File: config.mk
export PLATFORM = sky130hd
export DESIGN_NAME = best_worst_fit_page_allocator
export DESIGN_NICKNAME = d
export VERILOG_FILES = /design/src/rtl/bwfa_pkg.sv /design/src/rtl/bwfa_ctrl.sv /design/src/rtl/bwfa_dp.sv /design/src/rtl/best_worst_fit_page_allocator.sv
export SDC_FILE = /design/constraint.sdc
export NUM_CORES = 1
export LEC_CHECK = 0
export ABC_CLOCK_PERIOD_IN_PS = 11450
export BUFFER_PORTS_ARGS = -buffer_cell sky130_fd_sc_hd__buf_2
export CAP_MARGIN = 10
export CORE_ASPECT_RATIO = 0.6
export CORE_UTILIZATION = 60
export CTS_CLUSTER_DIAMETER = 30
export DETAILED_ROUTE_END_ITERATION = 10
export PLACE_DENSITY = 0.77
export SLEW_MARGIN = 40
export SYNTH_ARGS = -nofsm -noshare
export SYNTH_HDL_FRONTEND = slang
export SYNTH_HIERARCHICAL = 1
export SYNTH_SLANG_ARGS = --single-unit
File: constraint.sdc
create_clock -name clk -period 11.45 [get_ports clk]
set_input_delay 1.145 -clock clk [delete_from_list [all_inputs] [get_ports clk]]
set_output_delay 1.145 -clock clk [all_outputs]
set_load 0.03 [all_outputs]
File: src/rtl/bwfa_pkg.sv
// Shared definitions for the best/worst fit page allocator.
// Holds the field widths, operation and status codes and the controller interface types.
// No dependencies.
`default_nettype none

package bwfa_pkg;

	// Default sizes. The top level hands these down as parameters.
	localparam int NUM_PAGES_DEF = 32;
	localparam int ID_BITS_DEF   = 8;

	// Fixed field widths of the request and result words.
	localparam int SIZE_W   = 10;
	localparam int STATUS_W = 2;
	localparam int START_W  = 5;
	localparam int COUNT_W  = 6;
	localparam int HOLES_W  = 5;

	// Pages are 4 KB, so a size in KB is rounded up and shifted down by two.
	localparam int KB_PER_PAGE = 4;
	localparam int PAGE_SHIFT  = 2;
	localparam int NEED_W      = SIZE_W + 1 - PAGE_SHIFT;

	// Operation codes. The spare code behaves as a fragment query.
	localparam logic [1:0] ACT_ADD   = 2'd0;
	localparam logic [1:0] ACT_KILL  = 2'd1;
	localparam logic [1:0] ACT_COUNT = 2'd2;
	localparam logic [1:0] ACT_SPARE = 2'd3;

	// Result status codes.
	localparam logic [STATUS_W-1:0] ST_OK        = 2'd0;
	localparam logic [STATUS_W-1:0] ST_NO_MEM    = 2'd1;
	localparam logic [STATUS_W-1:0] ST_NOT_FOUND = 2'd2;
	localparam logic [STATUS_W-1:0] ST_ZERO      = 2'd3;

	// Commands from the controller to the datapath.
	typedef struct packed {
		logic load;     // capture the request word and clear the scan state
		logic quick;    // answer at once, no page scan needed
		logic scan_en;  // step the page scan by one entry
		logic apply;    // update the page tables and register the result
	} ctrl_cmd_t;

	// Status from the datapath to the controller.
	typedef struct packed {
		logic needs_scan; // the word on the request ports needs a page scan
		logic scan_done;  // the end-of-table entry is being processed
	} dp_stat_t;

endpackage

`default_nettype wire

File: src/rtl/bwfa_ctrl.sv
// Controller state machine of the page allocator.
// Sequences load, page scan and table update; depends on bwfa_pkg.
`default_nettype none

module bwfa_ctrl import bwfa_pkg::*; (
	input  wire logic      clk,
	input  wire logic      arst_n,
	input  wire logic      start,
	input  wire dp_stat_t  stat,
	output      ctrl_cmd_t cmd,
	output      logic      busy
);

	typedef enum logic [2:0] {
		S_IDLE  = 3'b001,
		S_SCAN  = 3'b010,
		S_APPLY = 3'b100
	} state_t;

	state_t state_q, state_nx;

	always_comb begin
		cmd      = '0;
		state_nx = state_q;
		unique case (state_q)
			S_IDLE: begin
				if (start) begin
					cmd.load = 1'b1;
					if (stat.needs_scan) begin
						state_nx = S_SCAN;
					end else begin
						cmd.quick = 1'b1;
					end
				end
			end
			S_SCAN: begin
				cmd.scan_en = 1'b1;
				if (stat.scan_done) begin
					state_nx = S_APPLY;
				end
			end
			S_APPLY: begin
				cmd.apply = 1'b1;
				state_nx  = S_IDLE;
			end
			default: begin
				state_nx = S_IDLE;
			end
		endcase
	end

	always_ff @(posedge clk or negedge arst_n) begin
		if (!arst_n) begin
			state_q <= S_IDLE;
		end else begin
			state_q <= state_nx;
		end
	end

	assign busy = (state_q != S_IDLE);

endmodule

`default_nettype wire

File: src/rtl/bwfa_dp.sv
// Datapath of the page allocator: page tables, owner memory, scan registers and result word.
// Driven by bwfa_ctrl through ctrl_cmd_t; depends on bwfa_pkg.
`default_nettype none

module bwfa_dp import bwfa_pkg::*; #(
	parameter int NUM_PAGES = NUM_PAGES_DEF,
	parameter int ID_BITS   = ID_BITS_DEF
) (
	input  wire logic                clk,
	input  wire logic                arst_n,
	input  wire ctrl_cmd_t           cmd,
	output      dp_stat_t            stat,
	input  wire logic [1:0]          action,
	input  wire logic [ID_BITS-1:0]  program_id,
	input  wire logic [SIZE_W-1:0]   size_kb,
	input  wire logic                cfg_we,
	input  wire logic                cfg_data,
	output      logic                done,
	output      logic [STATUS_W-1:0] status,
	output      logic [START_W-1:0]  start_page,
	output      logic [COUNT_W-1:0]  page_count,
	output      logic [HOLES_W-1:0]  hole_count
);

	localparam int AW = $clog2(NUM_PAGES);
	localparam int CW = $clog2(NUM_PAGES + 1);
	localparam int PW = $clog2(NUM_PAGES + 3);
	localparam int HW = $clog2((NUM_PAGES + 1) / 2 + 1);
	localparam int LW = (CW > NEED_W) ? CW : NEED_W;

	// Page tables and owner store.
	logic [NUM_PAGES-1:0] in_use_q, head_q;
	logic [ID_BITS-1:0]   owner_mem [NUM_PAGES];
	logic                 fit_mode_q;
	logic [HW-1:0]        holes_q;

	// Captured request.
	logic                 is_kill_q;
	logic [ID_BITS-1:0]   id_q;
	logic [NEED_W-1:0]    need_q;

	// Scan pointer and the entry under inspection.
	logic [PW-1:0]        ptr_q, ptr_s1;
	logic                 vld_s1;
	logic [ID_BITS-1:0]   owner_s1;

	// Hole search and owner search state.
	logic [CW-1:0]        run_len_q, best_len_q, kill_end_q;
	logic [AW-1:0]        run_start_q, best_start_q, kill_start_q;
	logic                 fit_found_q, kill_found_q, end_found_q;

	// Result word.
	logic                 done_q;
	logic [STATUS_W-1:0]  status_q;
	logic [START_W-1:0]   start_q;
	logic [COUNT_W-1:0]   count_q;
	logic [HOLES_W-1:0]   holes_out_q;

	logic [SIZE_W:0]      size_round;
	logic [NEED_W-1:0]    need_in;
	logic                 at_end, elem_used, elem_free, elem_head, run_fits, run_better;
	logic [AW-1:0]        idx_s1;
	logic                 add_ok, op_ok, left_free, right_free, mem_we;
	logic [AW-1:0]        rng_lo;
	logic [LW:0]          rng_hi;
	logic [NUM_PAGES-1:0] in_use_nx, head_nx;
	logic [HW-1:0]        holes_nx;

	// Pages needed: size rounded up to whole pages.
	assign size_round = {1'b0, size_kb} + (SIZE_W + 1)'(KB_PER_PAGE - 1);
	assign need_in    = NEED_W'(size_round >> PAGE_SHIFT);

	assign stat.needs_scan = ((action == ACT_ADD) && (size_kb != '0)) || (action == ACT_KILL);

	assign at_end    = (ptr_s1 == PW'(NUM_PAGES));
	assign idx_s1    = ptr_s1[AW-1:0];
	assign elem_used = !at_end && in_use_q[idx_s1];
	assign elem_free = !at_end && !in_use_q[idx_s1];
	assign elem_head = head_q[idx_s1];
	assign stat.scan_done = vld_s1 && at_end;

	// A closing run replaces the current choice when it is strictly better, so ties keep the
	// lowest hole. Worst fit takes the largest run whatever its size and checks it at the end.
	assign run_fits   = LW'(run_len_q) >= LW'(need_q);
	assign run_better = fit_mode_q ? (!fit_found_q || (run_len_q > best_len_q)) :
	                    (run_fits && (!fit_found_q || (run_len_q < best_len_q)));

	assign add_ok = fit_found_q && (LW'(best_len_q) >= LW'(need_q));
	assign op_ok  = is_kill_q ? kill_found_q : add_ok;
	assign mem_we = cmd.apply && !is_kill_q && add_ok;

	assign rng_lo = is_kill_q ? kill_start_q : best_start_q;
	assign rng_hi = is_kill_q ? (LW + 1)'(kill_end_q) :
	                (LW + 1)'(best_start_q) + (LW + 1)'(need_q);

	always_comb begin
		for (int i = 0; i < NUM_PAGES; i++) begin
			if ((AW'(i) >= rng_lo) && ((LW + 1)'(i) < rng_hi)) begin
				in_use_nx[i] = !is_kill_q;
				head_nx[i]   = !is_kill_q && (AW'(i) == rng_lo);
			end else begin
				in_use_nx[i] = in_use_q[i];
				head_nx[i]   = head_q[i];
			end
		end
	end

	// A freed range adds one hole, less one for each free neighbour it joins. An allocation
	// removes its hole only when it fills it exactly.
	assign left_free  = (kill_start_q != '0) && !in_use_q[kill_start_q - AW'(1)];
	assign right_free = (kill_end_q < CW'(NUM_PAGES)) && !in_use_q[kill_end_q[AW-1:0]];
	assign holes_nx   = is_kill_q ?
	                    (holes_q + HW'(1) - HW'(left_free) - HW'(right_free)) :
	                    (holes_q - HW'(LW'(best_len_q) == LW'(need_q)));

	always_ff @(posedge clk or negedge arst_n) begin
		if (!arst_n) begin
			in_use_q     <= '0;
			head_q       <= '0;
			holes_q      <= HW'(1);
			fit_mode_q   <= 1'b0;
			ptr_q        <= '0;
			vld_s1       <= 1'b0;
			fit_found_q  <= 1'b0;
			kill_found_q <= 1'b0;
			end_found_q  <= 1'b0;
			done_q       <= 1'b0;
		end else begin
			done_q <= cmd.quick | cmd.apply;
			if (cfg_we) begin
				fit_mode_q <= cfg_data;
			end
			if (cmd.load) begin
				ptr_q        <= '0;
				vld_s1       <= 1'b0;
				fit_found_q  <= 1'b0;
				kill_found_q <= 1'b0;
				end_found_q  <= 1'b0;
			end else if (cmd.scan_en) begin
				ptr_q  <= ptr_q + PW'(1);
				vld_s1 <= 1'b1;
				if (vld_s1) begin
					if (!is_kill_q) begin
						if (!elem_free && (run_len_q != '0) && run_better) begin
							fit_found_q <= 1'b1;
						end
					end else if (!kill_found_q) begin
						if (elem_used && elem_head && (owner_s1 == id_q)) begin
							kill_found_q <= 1'b1;
						end
					end else if (!end_found_q) begin
						if (at_end || !elem_used || elem_head) begin
							end_found_q <= 1'b1;
						end
					end
				end
			end
			if (cmd.apply && op_ok) begin
				in_use_q <= in_use_nx;
				head_q   <= head_nx;
				holes_q  <= holes_nx;
			end
		end
	end

	always_ff @(posedge clk) begin
		if (cmd.load) begin
			is_kill_q <= (action == ACT_KILL);
			id_q      <= program_id;
			need_q    <= need_in;
			run_len_q <= '0;
		end else if (cmd.scan_en) begin
			ptr_s1 <= ptr_q;
			if (vld_s1) begin
				if (!is_kill_q) begin
					if (elem_free) begin
						if (run_len_q == '0) begin
							run_start_q <= idx_s1;
						end
						run_len_q <= run_len_q + CW'(1);
					end else begin
						if ((run_len_q != '0) && run_better) begin
							best_start_q <= run_start_q;
							best_len_q   <= run_len_q;
						end
						run_len_q <= '0;
					end
				end else if (!kill_found_q) begin
					kill_start_q <= idx_s1;
				end else if (!end_found_q) begin
					kill_end_q <= CW'(ptr_s1);
				end
			end
		end
	end

	// Owner store: one registered read a scan step, one write at the head of a new allocation.
	always_ff @(posedge clk) begin
		if (cmd.scan_en) begin
			owner_s1 <= owner_mem[ptr_q[AW-1:0]];
		end
		if (mem_we) begin
			owner_mem[best_start_q] <= id_q;
		end
	end

	always_ff @(posedge clk) begin
		if (cmd.quick) begin
			status_q    <= (action == ACT_ADD) ? ST_ZERO : ST_OK;
			start_q     <= '0;
			count_q     <= '0;
			holes_out_q <= HOLES_W'(holes_q);
		end else if (cmd.apply) begin
			if (op_ok) begin
				status_q    <= ST_OK;
				start_q     <= START_W'(rng_lo);
				count_q     <= is_kill_q ? COUNT_W'(kill_end_q - CW'(kill_start_q)) :
				               COUNT_W'(need_q);
				holes_out_q <= HOLES_W'(holes_nx);
			end else begin
				status_q    <= is_kill_q ? ST_NOT_FOUND : ST_NO_MEM;
				start_q     <= '0;
				count_q     <= '0;
				holes_out_q <= HOLES_W'(holes_q);
			end
		end
	end

	assign done       = done_q;
	assign status     = status_q;
	assign start_page = start_q;
	assign page_count = count_q;
	assign hole_count = holes_out_q;

endmodule

`default_nettype wire

File: src/rtl/best_worst_fit_page_allocator.sv
// Add and kill take one pass over the page table, with one owner-memory read a cycle,
// and then a single table update before the result word. Busy stays high through the scan
// and the update, so no new such word is taken until the current one has finished.
// Queries and zero-size adds answer in the next cycle, one per cycle while busy is low.
// Reset frees every page, clears the allocation marks and selects best fit; the owner memory
// is not cleared. Results carry a one-cycle strobe and the receiver cannot stall them.
`default_nettype none

module best_worst_fit_page_allocator import bwfa_pkg::*; #(
	parameter int NUM_PAGES = NUM_PAGES_DEF,
	parameter int ID_BITS   = ID_BITS_DEF
) (
	input  wire logic                clk,
	input  wire logic                arst_n,
	// Request channel: a word is taken when start is high and busy is low.
	input  wire logic                start,
	output      logic                busy,
	input  wire logic [1:0]          action,
	input  wire logic [ID_BITS-1:0]  program_id,
	input  wire logic [SIZE_W-1:0]   size_kb,
	// Fit mode register write channel.
	input  wire logic                cfg_valid,
	output      logic                cfg_ready,
	input  wire logic                cfg_data,
	// Result channel: one word for every request, shown for exactly one cycle.
	output      logic                done,
	output      logic [STATUS_W-1:0] status,
	output      logic [START_W-1:0]  start_page,
	output      logic [COUNT_W-1:0]  page_count,
	output      logic [HOLES_W-1:0]  hole_count
);

	ctrl_cmd_t cmd;
	dp_stat_t  stat;
	logic      cfg_we;

	// The fit mode may only change between operations, so the write channel is held off
	// while an operation is in progress.
	assign cfg_ready = !busy;
	assign cfg_we    = cfg_valid && cfg_ready;

	// The controller decides whether a request needs the page scan, runs the scan for one
	// pass over every page plus the end-of-table entry, and then fires a single update.
	bwfa_ctrl u_ctrl (
		.clk    (clk),
		.arst_n (arst_n),
		.start  (start),
		.stat   (stat),
		.cmd    (cmd),
		.busy   (busy)
	);

	// The datapath holds the page tables, the owner memory, the hole counter and the result
	// register. The hole count is kept up to date incrementally, so every result word can
	// report it without a second pass over the table.
	bwfa_dp #(
		.NUM_PAGES (NUM_PAGES),
		.ID_BITS   (ID_BITS)
	) u_dp (
		.clk        (clk),
		.arst_n     (arst_n),
		.cmd        (cmd),
		.stat       (stat),
		.action     (action),
		.program_id (program_id),
		.size_kb    (size_kb),
		.cfg_we     (cfg_we),
		.cfg_data   (cfg_data),
		.done       (done),
		.status     (status),
		.start_page (start_page),
		.page_count (page_count),
		.hole_count (hole_count)
	);

endmodule

`default_nettype wire

**Word level (Yosys, flattened, before mapping)**

Memories as Yosys holds them, arrays and structs flattened. A register that Yosys moved wholly into a read port is not among the register bits.
Cells that the tools add are included.

- $add $sub $neg: 10
- Multiply operators: 0
- Divide/modulo/power cells: 0
- Order comparisons: 72
- Equal/unequal tests: 43
- Shift operators: 0
- Multiplexer cells: 58
- Bitwise operators: 6
- Reductions and logical operators: 149

Operators by type and width:

| cell | number |
|---|---|
| less-than comparator 5 x 10 -> 1 bit (first input constant) | 16 |
| logical AND 1 bit | 81 |
| equality test 5 bit (first input constant) | 16 |
| greater-or-equal comparator 5 bit (first input constant) | 16 |
| less-than comparator 4 x 10 -> 1 bit (first input constant) | 8 |
| AND reduction 2 bit | 33 |
| equality test 4 x 5 -> 1 bit (first input constant) | 8 |
| greater-or-equal comparator 4 x 5 -> 1 bit (first input constant) | 8 |
| less-than comparator 3 x 10 -> 1 bit (first input constant) | 4 |
| two-way mux 1 bit | 31 |
| two-way mux 5 bit | 6 |
| two-way mux 6 bit | 5 |
| binary-select mux 1 bit (select 5 bit) | 4 |
| equality test 3 x 5 -> 1 bit (first input constant) | 4 |
| greater-or-equal comparator 3 x 5 -> 1 bit (first input constant) | 4 |
| less-than comparator 1 x 10 -> 1 bit (first input constant) | 2 |
| less-than comparator 2 x 10 -> 1 bit (first input constant) | 2 |
| greater-or-equal comparator 6 x 9 -> 1 bit | 2 |
| less-than comparator 5 x 6 -> 1 bit (second input constant) | 3 |
| AND reduction 6 bit | 3 |
| subtractor 5 x 1 -> 5 bit | 3 |
| two-way mux 2 bit | 7 |
| adder 6 x 1 -> 6 bit (second input constant) | 2 |
| nonzero test 2 bit | 6 |
| 37 further kinds | 64 |

- Register bits after elaboration: 159
- Latch bits: 0
- Memory bits (writable): 256
- Memory bits (read-only): 0
- Word-level logic and storage cells: 426
- Memories kept: 1

Memories:

| name | words | width | rd ports | clocked after Yosys merged registers in | write ports | line | text |
|---|---|---|---|---|---|---|---|
| u_dp.owner_mem | 32 | 8 | 1 | 1 | 1 | bwfa_dp.sv:33 | `logic [ID_BITS-1:0] owner_mem [NUM_PAGES];` |

**Logic depth before layout (Yosys ltp)**

Gate-level depths: netlist of the first run.

- Depth after elaboration: 13
- Gate-level depth with buffers: 20
- Gate-level depth less buffers: 18

**By module**

Netlist of the first run, hierarchy kept.

Modules (own cells, without submodules):

| module | times used | cells each | area an instance (um2) | sequential area each (um2) |
|---|---|---|---|---|
| bwfa_dp | 1 | 1,255 | 19,404.9 | 12,037.8 |
| bwfa_ctrl | 1 | 14 | 158.9 | 76.3 |
| best_worst_fit_page_allocator | 1 | 2 | 10.0 | 0.0 |

**Worst setup path before layout of the first run**

No wires, ideal clock.

- Path kind: register to register
- From: register u_dp.kill_start_q[0]
- To: register u_dp.holes_out_q[4], in the netlist u_dp/hole_count[4] (data pin)
- Setup time: 0.260 ns
- Arrival: 4.266 ns
- Setup slack: 6.924 ns
- Stages on the path, launching flop included: 21
- Buffers on the path: 2
- Clock period less this slack: 4.526 ns
- Cells stage by stage: edfxtp_1 clkbuf_1 inv_1 ha_1 clkbuf_1 mux4_2 mux4_2 and2_1 a221o_1 o21ai_0 ha_1 ha_1 inv_1 ha_1 a21oi_1 nor2_1 nor2_1 xnor2_1 a21oi_1 xnor2_1 mux2_2

- Cells in the longest elaborated chain, start to end: 11

Ends and longest elaborated chain:

| element | line | text |
|---|---|---|
| start, declared | bwfa_dp.sv:49 | `logic [AW-1:0] run_start_q, best_start_q, kill_start_q;` |
| start signal, assigned | bwfa_dp.sv:189 | `kill_start_q <= idx_s1;` |
| subtractor 5 x 1 -> 5 bit | bwfa_dp.sv:110 | `assign left_free = (kill_start_q != '0) && !in_use_q[kill_start_q - AW'(1)];` |
| binary-select mux 1 bit (select 5 bit) | bwfa_dp.sv:110 |  |
| two-way mux 1 bit (implied by the code) | bwfa_dp.sv:110 |  |
| zero test 1 bit | bwfa_dp.sv:110 |  |
| logical AND 1 bit (*) | bwfa_dp.sv:110 |  |
| subtractor 5 x 1 -> 5 bit (*) (2 in a row) | bwfa_dp.sv:113 | `(holes_q + HW'(1) - HW'(left_free) - HW'(right_free)) :` |
| two-way mux 5 bit (*) | bwfa_dp.sv:112 | `assign holes_nx = is_kill_q ?` |
| two-way mux 5 bit (*) | bwfa_dp.sv:214 | `if (op_ok) begin` |
| two-way mux 5 bit (*) | bwfa_dp.sv:213 | `end else if (cmd.apply) begin` |
| two-way mux 5 bit (*) | bwfa_dp.sv:208 | `if (cmd.quick) begin` |
| end signal, assigned | bwfa_dp.sv:212 | `holes_out_q <= HOLES_W'(holes_q);` |
| end signal, assigned | bwfa_dp.sv:219 | `holes_out_q <= HOLES_W'(holes_nx);` |
| end signal, assigned | bwfa_dp.sv:224 | `holes_out_q <= HOLES_W'(holes_q);` |
| end, declared | bwfa_dp.sv:57 | `logic [HOLES_W-1:0] holes_out_q;` |

Mark *: on every way between the ends. The rest lies on a longest branch, timed or not. The select of a mux whose other input is x is not followed.
A chain may end at the register's enable or synchronous reset.

**Final worst setup path of the first run**

Same ends and word-level chain as after synthesis.

==> results of run 1 <==
registers in the layout, summed over array words and instances (netlist names), 8 cells and up:
name,cells
u_dp/head_q,32
u_dp/id_q,8
u_dp/in_use_q,32
u_dp/need_q,9
u_dp/owner_mem,256
u_dp/owner_s1,8
metal layers:
metal	global-route usage	up-vias	wire (um)
met5	0	-	0
met4	0.0519	0	699
met3	0.102	72	7180
met2	0.386	870	19400
met1	0.493	6159	21600
li1	-	5163	-
through the flow:
| stage | instance area [um^2] | util | power (mW) | setup slack [ns] | std cells |
|---|---|---|---|---|---|
| 2_1_floorplan | 19600 | - | 1.87 | 6.92 | 1271 |
| 3_3_place_gp | 20300 | 0.642 | 1.95 | 6.80 | 1705 |
| 3_5_place_dp | 20400 | 0.644 | 1.96 | 6.67 | 1708 |
| 4_1_cts | 22100 | 0.699 | 3.59 | 6.65 | 1803 |
| 5_1_grt | 22200 | 0.700 | 3.67 | 6.28 | 1803 |
| 6_report | 22200 | 0.700 | 3.57 | 6.59 | 1803 |
power groups by stage:
stage | registers (mW) | clock network (mW) | logic [mW]
detailed placement | 1.73 | 0 | 0.233
floorplan | 1.73 | 0 | 0.143
CTS | 1.70 | 1.65 | 0.235
global placement | 1.73 | 0 | 0.224
finish | 1.70 | 1.63 | 0.241
global route | 1.70 | 1.72 | 0.257
worst register-to-register path, stage by stage, from the launching register on:
cell      delay [ns]
edfxtp_1        0.79
inv_1           0.12
ha_1            0.53
mux4_2          0.37
mux4_2          0.46
and2_1          0.17
a221o_1         0.25
o21ai_0         0.21
ha_1            0.25
ha_1            0.19
inv_1           0.05
ha_1            0.26
a21oi_1         0.15
nor2_1          0.06
nor2_1          0.11
xnor2_1         0.13
a21oi_1         0.10
xnor2_1         0.18
mux2_2          0.26
cell type report:
| cell class | count | area share |
|---|---|---|
| Multi-Input combinational cell | 736 | 0.320 |
| Tap cell | 416 | 0.0235 |
| Timing Repair Buffer | 79 | 0.0224 |
| Clock buffer | 61 | 0.0602 |
| Sequential cell | 423 | 0.547 |
| Clock inverter | 34 | 0.0183 |
| Inverter | 54 | 0.00914 |
placed cells by master, fill, tap and decap left out, drive strengths merged, types with 5 or more instances in the layout:
cell / n
a211oi: 10
a21o: 7
a21oi: 40
a22o: 5
and2: 6
and3: 9
buf: 79
bufinv: 6
clkbuf: 61
clkinv: 15
clkinvlp: 6
dfrtp: 82
dfxtp: 17
edfxtp: 322
ha: 41
inv: 61
mux2: 62
mux2i: 13
mux4: 119
nand2: 63
nand2b: 9
nand3: 21
nand4: 9
nor2: 90
nor2b: 15
nor3: 26
nor4: 6
o211ai: 5
o21ai: 57
o31ai: 9
or3: 9
or4: 5
xnor2: 17
xor2: 11
how the worst max path moves through the flow:
stage	from	end	slack [ns]	depth (start not counted)
2_1_floorplan	u_dp/kill_start_q[0]	u_dp/hole_count[4]	6.92	20
3_3_place_gp	u_dp/kill_start_q[0]	u_dp/hole_count[4]	6.80	18
3_5_place_dp	u_dp/kill_start_q[0]	u_dp/hole_count[4]	6.67	18
4_1_cts	u_dp/kill_start_q[0]	u_dp/hole_count[4]	6.65	18
5_1_grt	u_dp/kill_start_q[0]	u_dp/hole_count[4]	6.28	18
6_report	u_dp/kill_start_q[0]	u_dp/hole_count[4]	6.59	18
kinds of logic after synthesis:
logic type,Yosys count,synth area share
flops,423,0.619
simple gates,283,0.0713
mux,194,0.180
compound gates,187,0.0662
buf+inv,112,0.0222
fa+ha+maj,44,0.0293
xor+xnor,28,0.0125
==> reports/qor.tcl, run 1 <==
set qor(run_status) {finished, final reports clean}
set qor(hold_class) {flip-flop to flip-flop}
set qor(hold_ws_ns) 0.403
set qor(grt_antenna_before_repair) 0
set qor(p_clk_frac) 0.457
set qor(power_frac_seq) 0.475
set qor(grt_setup_unrepaired) {no}
set qor(via_per_inst) 6.80
set qor(multiInputGateArea_mm2) 0.00709
set qor(ys_top_cells_by_area) {edfxtp_1 49%, mux4_2 14%, dfrtp_1 10%}
set qor(netSwitchingPower_mw) 0.827
set qor(timing_hold_violations_final) 0
set qor(yosys.area.top_type_share) 0.494
set qor(ir_worst_vdd_uv) 119
set qor(worst_r2r_startpoint) {u_dp/kill_start_q[0]}
set qor(tritoncts_clock_tree) {built}
set qor(setup.worst_path.start_class) {flip-flop}
set qor(final.setup_skew_ns) 0.0139
set qor(post-synth-top-area-cell) {edfxtp_1}
set qor(crit_buf_inv) 2
set qor(maxCapViolCount) 0
set qor(fp.dieArea_mm2) 0.0334
set qor(layout.filler_cells) 2057
set qor(syn_area_per_cell_um2) 15.4
set qor(synth.top_cells.by_count) {322 x edfxtp_1, 119 x mux4_2, 88 x nor2_1, 82 x dfrtp_1, 62 x nand2_1}
set qor(timing_worst_setup_path_type) {flip-flop to flip-flop}
set qor(cts_buffers) 51
set qor(grt_first_pass_wirelength_um) 73400
set qor(comb_power_share) 0.068
set qor(floorplan_core_area_mm2) 0.0317
set qor(final-setup-viol-count) 0
set qor(globalRoute.totalOverflow) 0
set qor(reg2reg_setup_slack_ns) 6.59
set qor(routed_wl_um) 48900
set qor(yosysWarnings) 6
set qor(cts_resized) 0
set qor(cell_chain_of_the_critical_path) {inv_1 > ha_1 > mux4_2 > mux4_2 > and2_1 > a221o_1 > o21ai_0 > ha_1 > ha_1 > inv_1 > ha_1 > a21oi_1 > nor2_1 > nor2_1 > xnor2_1 > a21oi_1 > xnor2_1 > mux2_2}
set qor(timing.critical_path.mode_cell) {ha_1}
set qor(cp_slowest_cell) {edfxtp_1}
set qor(nets) 1414
set qor(detail_route.drc_violations) 0
set qor(rel_slew_slack) 0.365
set qor(floorplan.die.width_um) 235
set qor(antenna-diode-count) 0
set qor(start_util) 0.618
set qor(detailroute.via_count) 12300
set qor(number_of_global_route_vias_before_repair) 11500
set qor(yosysMostFrequentCell) {edfxtp_1}
set qor(power.density_cell_area_mw_per_mm2) 161
set qor(clkSlewWorstSetupHoldPaths_ns) 0.06
set qor(timing.fmax_mhz) 206
set qor(clockBufferDepth) 3
set qor(postSynth.asyncResetShare) 0.199
set qor(tightest_slew_ns) 0.943
set qor(timing.rr.end) {u_dp/hole_count[4]}
set qor(grt_usage) 0.300
set qor(ff_latch_area_mm2) 0.0121
set qor(synthesis.instances) 1271
set qor(post_drt_wl_per_cell_um) 27.1
set qor(crit_family) {adder cells}
set qor(cp.required_ns) 11.77
set qor(top_level_ports) 46
set qor(drt-initial-drc-count) 1884
set qor(holdPathStages) 0
set qor(worst-path-max-fanout) 14
set qor(hold_path_end) {u_dp/best_start_q[4]}
set qor(arrival_ns) 5.19
set qor(synthToLayoutAreaGrowth_pct) 13.2
set qor(count_of_flip_flops_with_a_built_in_enable_after_synthesis) 322
set qor(dr.pass1.iters) 5
set qor(timing.hold.worst.start) {u_dp/run_start_q[4]}
set qor(rr_worst_depth) 18
set qor(ys_ff_latch) 423
set qor(post_synth_instance_area_mm2) 0.0196
set qor(worst_path_largest_cell_delay_ns) 0.79
set qor(slew_violations) 0
set qor(setup.worst_path.end_class) {flip-flop}
set qor(yosysUniqueCellTypes) 73
set qor(cts_root_buf) {clkbuf_16}
set qor(grt_start_max_net_pins) 75
set qor(p_int_mw) 2.74
set qor(sink_count_of_the_clock_tree) 423
set qor(final_min_period_over_clock_period) 0.425
set qor(register_area_share_after_synthesis) 0.619
set qor(number_of_setup_buffers_added_after_cts) 0
set qor(drive_above_1_share) 0.275
set qor(syn-num-nets) 1340
set qor(cts-hold-fix-buffers) 0
set qor(global_placer_s_final_weighted_congestion) 1.01
set qor(hpwl_um) 33200
set qor(io_buffer_count) 45
set qor(floorplan.rows) 50
set qor(cts_max_level) 2
set qor(swShare) 0.232
set qor(die_boundary_height_um) 142
set qor(yosys_most_used_dff) {edfxtp_1}
set qor(worst_skew_pair.late_latency_ns) 0.58
set qor(drtAntennaViolNets) 0
set qor(totalNegativeSetupSlack_ns) 0
set qor(power_leakage_nw) 7.91
set qor(finalWorstPathRequiredPeriod_ns) 4.86
(Power assumes the default switching activity.)
==> run 2, diff against run 1 <==
- ABC_CLOCK_PERIOD_IN_PS: 11450 -> 4870
- clock period: 11.45 -> 4.87 ns (I/O delays scaled with it)
==> run 2 against run 1 <==
Against the previous run: first-iteration DRC count fell by 19%; design area rose by 1.1%; routed wire length rose by 2.1%; largest power group is now clock.
==> reports/qor.tcl, run 2 (same netlist as run 1, synthesis figures left out) <==
set qor(cts_root_buf) {clkbuf_16}
set qor(setup.worst_path.start_class) {flip-flop}
set qor(placement.setup.worst_slack_ns) 0.569
set qor(regMostFlops) {u_dp/owner_mem}
set qor(cts_buffers) 51
set qor(floorplan.rows) 50
set qor(floorplan.die.width_um) 235
set qor(maxCapViolCount) 0
set qor(flip_flop_count_of_the_largest_register_after_layout) 256
set qor(biggestRegsByFlops) {u_dp/owner_mem (256), u_dp/head_q (32), u_dp/in_use_q (32)}
set qor(timing_hold_violations_final) 0
set qor(drive_above_1_share) 0.288
set qor(grt_start_max_net_pins) 69
set qor(detailroute.via_count) 12200
set qor(cts_max_level) 2
set qor(final.setup_skew_ns) 0.0231
set qor(cts_resized) 0
set qor(via_per_inst) 6.69
set qor(reg2reg_setup_slack_ns) 0.49
set qor(detail_route.drc_violations) 0
set qor(run_status) {finished, final reports clean}
set qor(final-setup-viol-count) 0
set qor(grt_first_pass_wirelength_um) 75200
set qor(dr.pass1.iters) 6
set qor(timing.hold.worst.start) {program_id[2]}
set qor(setup.worst_path.end_class) {flip-flop}
set qor(synthToLayoutAreaGrowth_pct) 14.5
set qor(slew_violations) 0
set qor(number_of_setup_buffers_added_after_cts) 0
set qor(post_drt_wl_per_cell_um) 27.3
set qor(final_common_cell) {edfxtp_1}
set qor(routed_wl_um) 49900
set qor(top_level_ports) 46
set qor(arrival_ns) 4.70
set qor(tritoncts_clock_tree) {built}
set qor(timing.rr.end) {u_dp/hole_count[4]}
set qor(fp.dieArea_mm2) 0.0334
set qor(hpwl_um) 33900
set qor(drt-initial-drc-count) 1522
set qor(hold_path_end) {u_dp/id_q[2]}
set qor(drtAntennaViolNets) 0
set qor(worst_skew_pair.late_latency_ns) 0.58
set qor(antenna-diode-count) 0
set qor(timing.fmax_mhz) 228
set qor(grt_setup_unrepaired) {no}
set qor(grt_antenna_before_repair) 1
set qor(grt_usage) 0.308
set qor(timing.final.ws_setup_ns) 0.487
set qor(finalWorstPathRequiredPeriod_ns) 4.38
set qor(rr_worst_depth) 18
set qor(global_placer_s_final_weighted_congestion) 0.976
set qor(io_buffer_count) 45
set qor(worst-path-max-fanout) 8
set qor(worst_r2r_startpoint) {u_dp/kill_start_q[1]}
set qor(power.density_cell_area_mw_per_mm2) 382
set qor(rel_slew_slack) 0.359
set qor(cp.required_ns) 5.19
set qor(sink_count_of_the_clock_tree) 423
set qor(clockBufferDepth) 3
set qor(holdPathStages) 1
set qor(power_leakage_nw) 8.07
set qor(die_boundary_height_um) 142
set qor(leading_cell_types_in_the_layout_fill_and_taps_excluded) {322 x edfxtp_1, 119 x mux4_2, 81 x nor2_1, 80 x dfrtp_1, 62 x nand2_1}
set qor(totalNegativeSetupSlack_ns) 0
set qor(start_util) 0.618
set qor(nets) 1438
set qor(finalPower_mw) 8.56
set qor(timing_worst_setup_path_type) {flip-flop to flip-flop}
set qor(final_min_period_over_clock_period) 0.900
set qor(number_of_global_route_vias_before_repair) 11700
set qor(tightest_slew_ns) 0.953
set qor(ir_worst_vdd_uv) 434
set qor(hold_class) {input port to flip-flop}
set qor(clkSlewWorstSetupHoldPaths_ns) 0.06
set qor(globalRoute.totalOverflow) 0
set qor(floorplan_core_area_mm2) 0.0317
-- run 2: changes by cell type in the layout (fill, tap and decap cells not counted), sizes merged --
cell	change
inv	+9
bufinv	+1
clkinv	-2
clkbuf	-5
buf	+23
clkinvlp	-2
dlygate4sd3	+1
-- run 2: worst max path at each step --
stage | start | endpoint | slack, ns | depth (start not counted)
after floorplan | u_dp/kill_start_q[0] | u_dp/hole_count[4] | 0.34 | 20
after global placement | u_dp/kill_start_q[1] | u_dp/hole_count[4] | 0.59 | 18
after detailed placement | u_dp/kill_start_q[1] | u_dp/hole_count[4] | 0.57 | 18
after CTS | u_dp/kill_start_q[1] | u_dp/hole_count[4] | 0.56 | 18
after global routing | u_dp/kill_start_q[1] | u_dp/hole_count[4] | 0.25 | 18
final | u_dp/kill_start_q[1] | u_dp/hole_count[4] | 0.49 | 18
-- run 2: what timing repair did --
action | in CTS | in global routing
hold buffers | 1 | 0
endpoints found under the setup margin | 0 | 0
endpoints found under the hold margin | 18 | 0
-- run 2: layer usage --
| metal | up-vias | wire [um] | global-route usage | share of wire |
|---|---|---|---|---|
| met5 | - | 10 | 0 | 0.00020 |
| met3 | 89 | 6730 | 0.111 | 0.13 |
| met2 | 730 | 20000 | 0.402 | 0.40 |
| li1 | 5211 | - | - | - |
| met1 | 6205 | 22400 | 0.493 | 0.45 |
| met4 | 2 | 727 | 0.0561 | 0.015 |
-- run 2: where the power goes --
group | leakage [nW] | switching, mW | internal (mW) | total (mW)
registers | 4.18 | 0.0415 | 3.94 | 3.98
clock network | 0.872 | 1.61 | 2.38 | 3.99
logic | 3.02 | 0.374 | 0.218 | 0.591
-- run 2: stage by stage --
step	cells	hold slack [ns]	area [um^2]	util
after floorplan	1271	0.191	19600	-
after global placement	1728	0.405	20500	0.649
after detailed placement	1730	0.405	20600	0.650
after CTS	1827	0.0635	22400	0.707
after global routing	1828	0.0591	22400	0.708
final	1828	0.0823	22400	0.708
-- run 2: layout make-up --
class	instances	area (um^2)
Tap cell	416	520
Clock buffer	56	1320
Fill cell	2029	9240
Timing Repair Buffer	103	714
Clock inverter	40	483
Inverter	54	203
Sequential cell	423	12100
Multi-Input combinational cell	736	7060
-- run 2: critical path, stage by stage (launching register included) --
cell	delay [ns]
edfxtp_1	0.34
inv_1	0.08
ha_1	0.51
mux4_2	0.37
mux4_2	0.49
and2_1	0.17
a221o_1	0.25
o21ai_0	0.23
ha_1	0.26
ha_1	0.19
inv_1	0.06
ha_1	0.26
a21oi_1	0.14
nor2_1	0.05
nor2_1	0.10
xnor2_1	0.13
a21oi_1	0.10
xnor2_1	0.15
mux2_2	0.26
